<file path="config.mk">
export PLATFORM = sky130hd
export DESIGN_NAME = touch_slider_gesture_detector
export DESIGN_NICKNAME = d
export VERILOG_FILES = /design/src/hdl/tsg_pkg.sv /design/src/hdl/touch_slider_gesture_detector.sv
export SDC_FILE = /design/constraint.sdc
export NUM_CORES = 2
export LEC_CHECK = 0
export ABC_AREA = 1
export BUFFER_PORTS_ARGS = -buffer_cell sky130_fd_sc_hd__buf_2
export CAP_MARGIN = 10
export CORE_MARGIN = 2
export CORE_UTILIZATION = 40
export CTS_CLUSTER_SIZE = 24
export DETAILED_ROUTE_END_ITERATION = 7
export PLACE_DENSITY = 0.56
export SYNTH_ARGS = -nofsm -noshare
export SYNTH_HDL_FRONTEND = slang
export SYNTH_SLANG_ARGS = --single-unit
</file>
<file path="constraint.sdc">
create_clock -name clk -period 10 [get_ports clk]
set_input_delay 2 -clock clk [delete_from_list [all_inputs] [get_ports clk]]
set_output_delay 2 -clock clk [all_outputs]
set_load 0.02 [all_outputs]
</file>
<file path="src/hdl/tsg_pkg.sv">
// Shared types and constants for the touch slider gesture detector.
// Holds the sequencer state type, register indexes, field widths and reset values.
// No dependencies.
package tsg_pkg;

	localparam int PAD_W   = 16;
	localparam int TOTAL_W = 19;
	localparam int POS_W   = 26;
	localparam int DVS_W   = 18;
	localparam int QUO_W   = 25;
	localparam int CNT_W   = 5;
	localparam int CFG_W   = 19;
	localparam int IDX_W   = 3;
	localparam int HOLD_W  = 7;
	localparam int STEP_W  = 15;
	localparam int PRESS_W = 8;

	localparam logic [IDX_W-1:0] REG_KEY_PRESS      = 3'd0;
	localparam logic [IDX_W-1:0] REG_KEY_RELEASE    = 3'd1;
	localparam logic [IDX_W-1:0] REG_SLIDER_PRESS   = 3'd2;
	localparam logic [IDX_W-1:0] REG_SLIDER_RELEASE = 3'd3;
	localparam logic [IDX_W-1:0] REG_HOLD_SCANS     = 3'd4;
	localparam logic [IDX_W-1:0] REG_SWIPE_STEP     = 3'd5;

	localparam logic signed [PAD_W-1:0]   KEY_PRESS_RST      = -16'sd250;
	localparam logic signed [PAD_W-1:0]   KEY_RELEASE_RST    = -16'sd150;
	localparam logic signed [TOTAL_W-1:0] SLIDER_PRESS_RST   = -19'sd150;
	localparam logic signed [TOTAL_W-1:0] SLIDER_RELEASE_RST = -19'sd100;
	localparam logic [HOLD_W-1:0]         HOLD_SCANS_RST     = 7'd15;
	localparam logic [STEP_W-1:0]         SWIPE_STEP_RST     = 15'd15;

	localparam logic [PRESS_W-1:0] PRESS_MAX = 8'd255;
	localparam logic [CNT_W-1:0]   DIV_LAST  = 5'(QUO_W - 1);

	typedef enum logic [2:0] {
		ST_IDLE,
		ST_LOAD,
		ST_PREP,
		ST_DIV,
		ST_SIGN,
		ST_EVAL
	} state_t;

endpackage

</file>
<file path="src/hdl/touch_slider_gesture_detector.sv">
// Touch slider and key gesture detector: shared restoring divider for position, hysteresis
// for keys and slider, tap/hold/key/swipe pulses. Depends on tsg_pkg.
// Per accepted input word: load, two divider passes (x, then y) of one prepare step and a
// 25-bit quotient each, sign fix-up, evaluate. A new word is accepted only in idle, after
// the previous result has left evaluate; a stalled result holds the sequencer in evaluate.
// Reset (arst_n low, asynchronous): defaults, no result pending.
module touch_slider_gesture_detector (
	input  logic                                clk,
	input  logic                                arst_n,
	input  logic                                cfg_wr_en,
	input  logic [tsg_pkg::IDX_W-1:0]           cfg_index,
	input  logic [tsg_pkg::CFG_W-1:0]           cfg_data,
	input  logic                                in_valid,
	output logic                                in_ready,
	input  logic signed [tsg_pkg::PAD_W-1:0]    pad_a,
	input  logic signed [tsg_pkg::PAD_W-1:0]    pad_b,
	input  logic signed [tsg_pkg::PAD_W-1:0]    pad_c,
	input  logic signed [tsg_pkg::PAD_W-1:0]    down_key,
	input  logic signed [tsg_pkg::PAD_W-1:0]    pad_d,
	input  logic signed [tsg_pkg::PAD_W-1:0]    pad_e,
	input  logic signed [tsg_pkg::PAD_W-1:0]    up_key,
	input  logic signed [tsg_pkg::PAD_W-1:0]    pad_f,
	output logic                                out_valid,
	input  logic                                out_ready,
	output logic signed [tsg_pkg::TOTAL_W-1:0]  pad_total,
	output logic signed [tsg_pkg::POS_W-1:0]    pos_x,
	output logic signed [tsg_pkg::POS_W-1:0]    pos_y,
	output logic                                zero_total,
	output logic                                tap_event,
	output logic                                hold_event,
	output logic                                up_event,
	output logic                                down_event,
	output logic                                swipe_up_event,
	output logic                                swipe_down_event,
	output logic                                slider_on
);

	localparam int PW = tsg_pkg::PAD_W;
	localparam int TW = tsg_pkg::TOTAL_W;
	localparam int YW = tsg_pkg::POS_W;
	localparam int DW = tsg_pkg::DVS_W;
	localparam int QW = tsg_pkg::QUO_W;
	localparam int CW = tsg_pkg::PRESS_W;
	localparam int EW = tsg_pkg::POS_W + 2;

	tsg_pkg::state_t state_q, state_d;

	// configuration registers
	logic signed [PW-1:0]            key_press_q, key_release_q;
	logic signed [TW-1:0]            sld_press_q, sld_release_q;
	logic [tsg_pkg::HOLD_W-1:0]      hold_scans_q;
	logic [tsg_pkg::STEP_W-1:0]      swipe_step_q;

	// captured word
	logic signed [PW-1:0] a_q, b_q, c_q, d_q, e_q, f_q, uk_q, dk_q;

	// datapath
	logic signed [TW-1:0] total_q;
	logic signed [YW-1:0] num_x_q, num_y_q;
	logic signed [YW-1:0] x_q, y_q;
	logic [QW-1:0]        quo_q, qx_q;
	logic [DW-1:0]        rem_q, dvs_q;
	logic [tsg_pkg::CNT_W-1:0] cnt_q;
	logic                 sel_q;

	// gesture state
	logic                 up_on_q, down_on_q, held_q;
	logic [CW-1:0]        press_q;
	logic signed [YW-1:0] ref_q;

	// output register
	logic                 out_valid_q;

	logic signed [TW-1:0] total_c;
	logic signed [YW-1:0] dx_c, dy_c;
	logic signed [YW-1:0] num_sel_c;
	logic [DW+1:0]        trial_c;
	logic                 out_free_c;
	logic                 zero_c;
	logic signed [YW-1:0] qx_s_c, qy_s_c;

	logic                 up_ev_c, up_on_c, dn_ev_c, dn_on_c;
	logic signed [YW-1:0] r0_c, r1_c, r2_c;
	logic signed [EW-1:0] step_c;
	logic                 sw_up_c, sw_dn_c, track_c;
	logic                 tap_c, held_c, hold_c;
	logic [CW-1:0]        press_c;

	assign in_ready   = (state_q == tsg_pkg::ST_IDLE);
	assign out_valid  = out_valid_q;
	assign out_free_c = !out_valid_q || out_ready;

	assign total_c = TW'(a_q) + TW'(b_q) + TW'(c_q) + TW'(d_q) + TW'(e_q) + TW'(f_q);
	assign dx_c    = YW'(a_q) + YW'(e_q) - YW'(c_q) - YW'(f_q);
	assign dy_c    = YW'(b_q) + YW'(c_q) + YW'(e_q) - YW'(a_q) - YW'(d_q) - YW'(f_q);

	assign num_sel_c = sel_q ? num_y_q : num_x_q;
	assign trial_c   = {1'b0, rem_q, quo_q[QW-1]} - {2'b00, dvs_q};

	assign zero_c = (total_q == '0);
	assign qx_s_c = (num_x_q[YW-1] ^ total_q[TW-1]) ? -YW'(qx_q) : YW'(qx_q);
	assign qy_s_c = (num_y_q[YW-1] ^ total_q[TW-1]) ? -YW'(quo_q) : YW'(quo_q);

	always_comb begin
		up_ev_c = 1'b0;
		up_on_c = up_on_q;
		if (uk_q < key_press_q && !up_on_q) begin
			up_ev_c = 1'b1;
			up_on_c = 1'b1;
		end else if (uk_q > key_release_q && up_on_q) begin
			up_on_c = 1'b0;
		end
		dn_ev_c = 1'b0;
		dn_on_c = down_on_q;
		if (dk_q < key_press_q && !down_on_q) begin
			dn_ev_c = 1'b1;
			dn_on_c = 1'b1;
		end else if (dk_q > key_release_q && down_on_q) begin
			dn_on_c = 1'b0;
		end

		step_c  = $signed({{(EW-tsg_pkg::STEP_W){1'b0}}, swipe_step_q});
		r0_c    = (press_q == CW'(1)) ? y_q : ref_q;
		track_c = (press_q > CW'(hold_scans_q));
		sw_up_c = track_c && (EW'(y_q) > EW'(r0_c) + step_c);
		r1_c    = sw_up_c ? y_q : r0_c;
		sw_dn_c = track_c && (EW'(y_q) < EW'(r1_c) - step_c);
		r2_c    = sw_dn_c ? y_q : r1_c;

		tap_c  = (total_q < sld_press_q) && !held_q;
		held_c = (held_q || tap_c) && !(total_q > sld_release_q);
		if (held_c) begin
			press_c = (press_q == tsg_pkg::PRESS_MAX) ? press_q : press_q + CW'(1);
			hold_c  = (press_c == CW'(hold_scans_q));
		end else begin
			press_c = '0;
			hold_c  = 1'b0;
		end
	end

	always_comb begin
		state_d = state_q;
		case (state_q)
			tsg_pkg::ST_IDLE: if (in_valid) state_d = tsg_pkg::ST_LOAD;
			tsg_pkg::ST_LOAD: state_d = tsg_pkg::ST_PREP;
			tsg_pkg::ST_PREP: state_d = tsg_pkg::ST_DIV;
			tsg_pkg::ST_DIV: begin
				if (cnt_q == tsg_pkg::DIV_LAST)
					state_d = sel_q ? tsg_pkg::ST_SIGN : tsg_pkg::ST_PREP;
			end
			tsg_pkg::ST_SIGN: state_d = tsg_pkg::ST_EVAL;
			tsg_pkg::ST_EVAL: if (out_free_c) state_d = tsg_pkg::ST_IDLE;
			default: state_d = tsg_pkg::ST_IDLE;
		endcase
	end

	always_ff @(posedge clk or negedge arst_n) begin
		if (!arst_n) begin
			state_q <= tsg_pkg::ST_IDLE;
		end else begin
			state_q <= state_d;
		end
	end

	always_ff @(posedge clk or negedge arst_n) begin
		if (!arst_n) begin
			key_press_q   <= tsg_pkg::KEY_PRESS_RST;
			key_release_q <= tsg_pkg::KEY_RELEASE_RST;
			sld_press_q   <= tsg_pkg::SLIDER_PRESS_RST;
			sld_release_q <= tsg_pkg::SLIDER_RELEASE_RST;
			hold_scans_q  <= tsg_pkg::HOLD_SCANS_RST;
			swipe_step_q  <= tsg_pkg::SWIPE_STEP_RST;
		end else if (cfg_wr_en) begin
			case (cfg_index)
				tsg_pkg::REG_KEY_PRESS:      key_press_q   <= $signed(cfg_data[PW-1:0]);
				tsg_pkg::REG_KEY_RELEASE:    key_release_q <= $signed(cfg_data[PW-1:0]);
				tsg_pkg::REG_SLIDER_PRESS:   sld_press_q   <= $signed(cfg_data[TW-1:0]);
				tsg_pkg::REG_SLIDER_RELEASE: sld_release_q <= $signed(cfg_data[TW-1:0]);
				tsg_pkg::REG_HOLD_SCANS:     hold_scans_q  <= cfg_data[tsg_pkg::HOLD_W-1:0];
				tsg_pkg::REG_SWIPE_STEP:     swipe_step_q  <= cfg_data[tsg_pkg::STEP_W-1:0];
				default: ;
			endcase
		end
	end

	// payload and datapath registers
	always_ff @(posedge clk) begin
		case (state_q)
			tsg_pkg::ST_IDLE: begin
				if (in_valid) begin
					a_q  <= pad_a;
					b_q  <= pad_b;
					c_q  <= pad_c;
					d_q  <= pad_d;
					e_q  <= pad_e;
					f_q  <= pad_f;
					uk_q <= up_key;
					dk_q <= down_key;
				end
			end
			tsg_pkg::ST_LOAD: begin
				total_q <= total_c;
				num_x_q <= (dx_c <<< 7) - dx_c;
				num_y_q <= (dy_c <<< 7) - dy_c;
				sel_q   <= 1'b0;
			end
			tsg_pkg::ST_PREP: begin
				dvs_q <= total_q[TW-1] ? DW'(-total_q) : DW'(total_q);
				quo_q <= num_sel_c[YW-1] ? QW'(-num_sel_c) : QW'(num_sel_c);
				rem_q <= '0;
				cnt_q <= '0;
			end
			tsg_pkg::ST_DIV: begin
				if (!trial_c[DW+1]) begin
					rem_q <= trial_c[DW-1:0];
					quo_q <= {quo_q[QW-2:0], 1'b1};
				end else begin
					rem_q <= {rem_q[DW-2:0], quo_q[QW-1]};
					quo_q <= {quo_q[QW-2:0], 1'b0};
				end
				cnt_q <= cnt_q + 1'b1;
				if (cnt_q == tsg_pkg::DIV_LAST && !sel_q) begin
					qx_q  <= trial_c[DW+1] ? {quo_q[QW-2:0], 1'b0} : {quo_q[QW-2:0], 1'b1};
					sel_q <= 1'b1;
				end
			end
			tsg_pkg::ST_SIGN: begin
				x_q <= zero_c ? '0 : qx_s_c;
				y_q <= zero_c ? '0 : qy_s_c;
			end
			tsg_pkg::ST_EVAL: begin
				if (out_free_c) begin
					pad_total        <= total_q;
					pos_x            <= x_q;
					pos_y            <= y_q;
					zero_total       <= zero_c;
					tap_event        <= tap_c;
					hold_event       <= hold_c;
					up_event         <= up_ev_c;
					down_event       <= dn_ev_c;
					swipe_up_event   <= sw_up_c;
					swipe_down_event <= sw_dn_c;
					slider_on        <= held_c;
				end
			end
			default: ;
		endcase
	end

	// gesture state and result handshake
	always_ff @(posedge clk or negedge arst_n) begin
		if (!arst_n) begin
			up_on_q     <= 1'b0;
			down_on_q   <= 1'b0;
			held_q      <= 1'b0;
			press_q     <= '0;
			ref_q       <= '0;
			out_valid_q <= 1'b0;
		end else begin
			if (state_q == tsg_pkg::ST_EVAL && out_free_c) begin
				up_on_q     <= up_on_c;
				down_on_q   <= dn_on_c;
				held_q      <= held_c;
				press_q     <= press_c;
				ref_q       <= r2_c;
				out_valid_q <= 1'b1;
			end else if (out_ready) begin
				out_valid_q <= 1'b0;
			end
		end
	end

endmodule
</file>
### Yosys cells after proc, flatten, opt, wreduce, memory -nomap -nowiden

Index checks and enable logic that the tools add are counted.

* register bits: 555
* input port bits: 155
* output and inout bits: 81
* logic and storage cells: 171

* add/subtract/negate cells: 24
* magnitude comparators: 9
* equality and inequality tests: 18
* muxes and demuxes: 30
* bitwise logic cells: 4
* reduce and logical (&&, ||, !) cells: 41

Operators with widths (number)
* $mux W26: 4
* $mux W25: 3
* $neg A25 Y26: 2
* $add A16 B16 Y17: 3
* $pmux W25 S2: 1
* $add A19 B16 Y19: 2
* $sub A18 B16 Y19: 2
* $add A17 B16 Y18: 2
* $mux W18: 2
* $pmux W18 S2: 1
* $gt A16 B16 Y1: 2
* $lt A16 B16 Y1: 2
* $add A26 B16 Y27: 1
* $gt A26 B27 Y1: 1
* $lt A26 B27 Y1: 1
* $sub A26 B16 Y27: 1
* $sub A26 B19 Y26: 1
* $sub A26 B21 Y26: 1
* $neg A25 Y25: 1
* $reduce_and A2 Y1: 12
* $sub A20 B16 Y21: 1
* $sub A19 B16 Y20: 1
* $sub A19 B18 Y20: 1
* $add A18 B16 Y19: 1
* other kinds (31): 77

### Logic depth before layout (Yosys ltp)

* word-level depth: 10
* depth in mapped cells: 68
* mapped depth without buffers: 64

### Worst setup path before layout

OpenSTA, ideal clock, no wires.

* path kind: input -> register
* from: input port in_valid
* to: register a_q[0], enable pin
* library setup time: 772 ps
* arrival time: 10637 ps
* setup slack: -1408 ps
* stages on the path: 2
* buffers on the path: 0
* path through: inv_1 -> nor3_1

* longest elaborated chain between the ends: 1

Ends and longest elaborated chain
* start: declaration: line touch_slider_gesture_detector.sv:13 `input logic in_valid,`
* $reduce_and A2 Y1 (no line)
* end signal: assignment: line touch_slider_gesture_detector.sv:191 `a_q <= pad_a;`
* end: declaration: line touch_slider_gesture_detector.sv:55 `logic signed [PW-1:0] a_q, b_q, c_q, d_q, e_q, f_q, uk_q, dk_q;`

No other way between the ends.
A chain may end at the register's enable or synchronous reset.

### Worst setup path in the final report

* from: register press_q[1]
* to: register ref_q[16]

* longest elaborated chain between the ends: 10
* elaborated cells between the ends (all ways): 11

Ends and longest elaborated chain
* start: declaration: line touch_slider_gesture_detector.sv:68 `logic [CW-1:0] press_q;`
* start signal: assignment: line touch_slider_gesture_detector.sv:264 `press_q <= press_c;`
* $eq A8 B1 Y1: line touch_slider_gesture_detector.sv:123 `r0_c = (press_q == CW'(1)) ? y_q : ref_q;`
* $mux W26: line touch_slider_gesture_detector.sv:123
* $add A26 B16 Y27: line touch_slider_gesture_detector.sv:125 `sw_up_c = track_c && (EW'(y_q) > EW'(r0_c) + step_c);`
* $gt A26 B27 Y1: line touch_slider_gesture_detector.sv:125
* $logic_and A1 B1 Y1: line touch_slider_gesture_detector.sv:125
* $mux W26: line touch_slider_gesture_detector.sv:126 `r1_c = sw_up_c ? y_q : r0_c;`
* $sub A26 B16 Y27: line touch_slider_gesture_detector.sv:127 `sw_dn_c = track_c && (EW'(y_q) < EW'(r1_c) - step_c);`
* $lt A26 B27 Y1: line touch_slider_gesture_detector.sv:127
* $logic_and A1 B1 Y1: line touch_slider_gesture_detector.sv:127
* $mux W26 (*): line touch_slider_gesture_detector.sv:128 `r2_c = sw_dn_c ? y_q : r1_c;`
* end signal: assignment: line touch_slider_gesture_detector.sv:265 `ref_q <= r2_c;`
* end: declaration: line touch_slider_gesture_detector.sv:69 `logic signed [YW-1:0] ref_q;`

Every way passes the cells marked *; elsewhere a longest branch is shown, timed or not.

==> summary.txt <==
run status -> complete, no violations
Post-Syn Area -> 37010 um2
CP most frequent cell -> nand2_1
Row Count -> 111
detailed placer's ending HPWL -> 73790 um
Die ar. -> 94980 um2
final critical-path share of the clock period -> 88.82%
Fillers -> 8857
Final WS setup -> 1.118 ns
Setup Fix Bufs, Post-CTS -> 0
clock skew -> 0.02779 ns
clk sinks -> 555
#FFs+latches synth -> 555
WP data arrival -> 9.38 ns
antenna violation net count after detailed routing -> 0
worst-path fanout max -> 28
number of global-route vias before repair -> 26744
CTS H-tree depth -> 3
die width -> 308.2 um
Pre-antenna DRT Iters -> 5
async set-or-reset flop fraction in the synthesized netlist -> 23.96%
post-layout minimum cycle time -> 8.882 ns
first-pass GRT wire length -> 148200 um
final hold slack -> 0.4063 ns
crit end category -> flip-flop
CTS Buffer Depth -> 3
worst skew pair latency -> 0.62 ns
Core Area -> 91660 um2
WL per Instance -> 17.39 um
CTS tree -> yes
largest net degree at the start of global routing -> 81
register area share after synthesis -> 43.43%
Remaining Overflow, GRT -> 0
cts hold-fix bufs -> 0
Max Freq -> 112.6 MHz
Initial Utilization -> 40.38%
slowest cell on the critical path -> dfrtp_1
Synth top area share -> 34.24%
drt initial violations -> 1611
synth warn -> 0
count of final hold-check violations -> 0
Post-synth EDFFs -> 422
Hold Crit Class -> flip-flop to flip-flop
setup TNS -> 0 ns
initial antenna violation count -> 1
Synth area leader -> edfxtp_1
type of element launching the critical path -> flip-flop
net count after synthesis -> 4515
crit-path max cell delay -> 0.42 ns
Gate Count Post-Synth -> 3882
Slew headroom -> 25.80%
final WL -> 93650 um
GRT Total Usage -> 20.07%
synthesized area per cell -> 9.534 um2
Cell variety after synth -> 60
Final GP Congestion -> 0.8853
Largest delay share family, worst path -> simple AND/OR/NAND/NOR gates
drt via density -> 4.988
# Max-Cap Violations -> 0
IO Pins -> 236
Post-route DRC -> 0
CTS Root Buffer Type -> clkbuf_16
RSZ-0062 raised after global routing -> no
Nets -> 4779
ant diodes -> 0
share of layout cells above drive strength 1 -> 11.38%
total CTS buffers -> 68
worst slew pin tran -> 1.110 ns
final setup vio count -> 0
overall die height -> 308.2 um
CP bufs+invs -> 10
largest cells by area after synthesis -> edfxtp_1 34%, ha_1 10%, fa_1 9.1%
Clk pin slew, worst setup/hold paths -> 0.06 ns
Crit Path Category -> flip-flop to flip-flop
CP required -> 10.50 ns
Port Buffer Count -> 235
Max Slew Vio Count -> 0
Vias -> 26866
Synth Flop Type -> edfxtp_1
Area Overhead vs Synth -> 13.06%
Setup WS pre-CTS -> 0.5393 ns
==> layer usage <==
metal	wire length [um]	vias up	part of all wire [%]	track usage, %
li1	-	13568	-	-
met1	41140	12662	44	25.74
met2	46330	510	49	35.40
met3	3839	126	4.1	2.865
met4	2349	0	2.5	5.286
met5	0	-	0	0
==> cell families after synthesis <==
family,count (synthesis),share of synthesized area (%)
multiplexers,13,0.3516
AO/OA/AOI/OAI,757,11.10
XOR/XNOR,213,5.040
AND/OR/NAND/NOR,1218,13.82
buffers and inverters,648,6.687
flip-flops,555,43.43
adder cells (fa/ha/maj),478,19.57
==> state kept, by name, indices dropped and copies added (netlist names), 25 cells and up <==
register,count
quo_q,25
ref_q,26
y_q,26
num_x_q,26
num_y_q,26
pos_y,26
x_q,26
qx_q,25
pos_x,26
==> stage by stage <==
step	area (um2)	std cells	util, %
2_1_floorplan	37020	3882	-
3_3_place_gp	39600	5262	43.20
3_5_place_dp	39600	5262	43.20
4_1_cts	41810	5386	45.62
5_1_grt	41850	5386	45.65
6_report	41850	5386	45.65
==> final cells by class <==
type / count / area (um2) / area share, %
well taps: 1186 / 1484 / 3.546
clock inverters: 36 / 321.6 / 0.7684
clock buffers: 88 / 1892 / 4.521
inverters: 585 / 2196 / 5.247
flip-flops and latches: 555 / 16080 / 38.42
multi-input cells: 2679 / 18520 / 44.25
repair buffers: 257 / 1359 / 3.247
==> timing repair <==
| item | in CTS | in global routing |
|---|---|---|
| resized for setup | 0 | 14 |
| setup endpoints to repair | 0 | 27 |
| endpoints found under the hold margin | 0 | 0 |
==> cells in the final DEF (no fill, tap or decap), types with 9 or more instances in the layout <==
master     instances
edfxtp_1         422
o31ai_1            9
o21ai_0          318
dfrtp_1           73
or2_2             11
o21ai_1           28
fa_1             168
buf_2            234
o211ai_1          20
clkbuf_16         72
mux2i_1           13
dfstp_2           60
nor4_1            11
a21oi_1          286
ha_1             310
nand2_1          658
clkinv_1          16
a31oi_1           16
o21a_1            16
xnor2_1           65
nand3_1           96
nor2_2             9
nor2_1           281
o21ai_2           10
clkbuf_1          13
inv_1            576
nand4_1           48
buf_4             19
nor3_1            63
xor2_1           148
a21o_1            15
nand2_2            9
==> worst paths after layout <==
path / start / endpoint / slack [ns] / cells after the start
min in group asynchronous: arst_n / key_release_q[2] / 1.34 / 1
max: press_q[1] / ref_q[16] / 1.12 / 63
max reg2reg: press_q[1] / ref_q[16] / 1.12 / 63
min reg2reg: x_q[12] / pos_x[12] / 0.41 / 0
min: x_q[12] / pos_x[12] / 0.41 / 0
max in group asynchronous: arst_n / state_q[1] / 7.20 / 2
==> synthesized netlist by cell type (3+ instances only) <==
| cell type | n |
|---|---|
| nand2_1 | 660 |
| inv_1 | 577 |
| edfxtp_1 | 422 |
| o21ai_0 | 323 |
| ha_1 | 310 |
| a21oi_1 | 286 |
| nor2_1 | 285 |
| fa_1 | 168 |
| xor2_1 | 148 |
| nand3_1 | 96 |
| dfrtp_1 | 73 |
| xnor2_1 | 65 |
| nor3_1 | 64 |
| dfstp_2 | 60 |
| nand4_1 | 48 |
| clkbuf_1 | 47 |
| o21ai_1 | 26 |
| o211ai_1 | 20 |
| a31oi_1 | 16 |
| o21a_1 | 16 |
| a21o_1 | 15 |
| mux2i_1 | 13 |
| nor4_1 | 11 |
| or2_2 | 11 |
| buf_2 | 10 |
| nor2_2 | 9 |
| o31ai_1 | 9 |
| nand2_2 | 7 |
| o21ai_2 | 7 |
| o21bai_1 | 7 |
| a211oi_1 | 6 |
| inv_2 | 5 |
| nand3b_1 | 5 |
| o221ai_1 | 5 |
| a21boi_0 | 4 |
| and3_1 | 4 |
| buf_6 | 4 |
| nor3_2 | 4 |
| and2_1 | 3 |
| clkinv_1 | 3 |
| nand2_4 | 3 |
| nor3b_1 | 3 |
| o2111ai_1 | 3 |
Power is not shown: default switching activity piles up to over one toggle a cycle in this logic, so the estimate is an artifact.
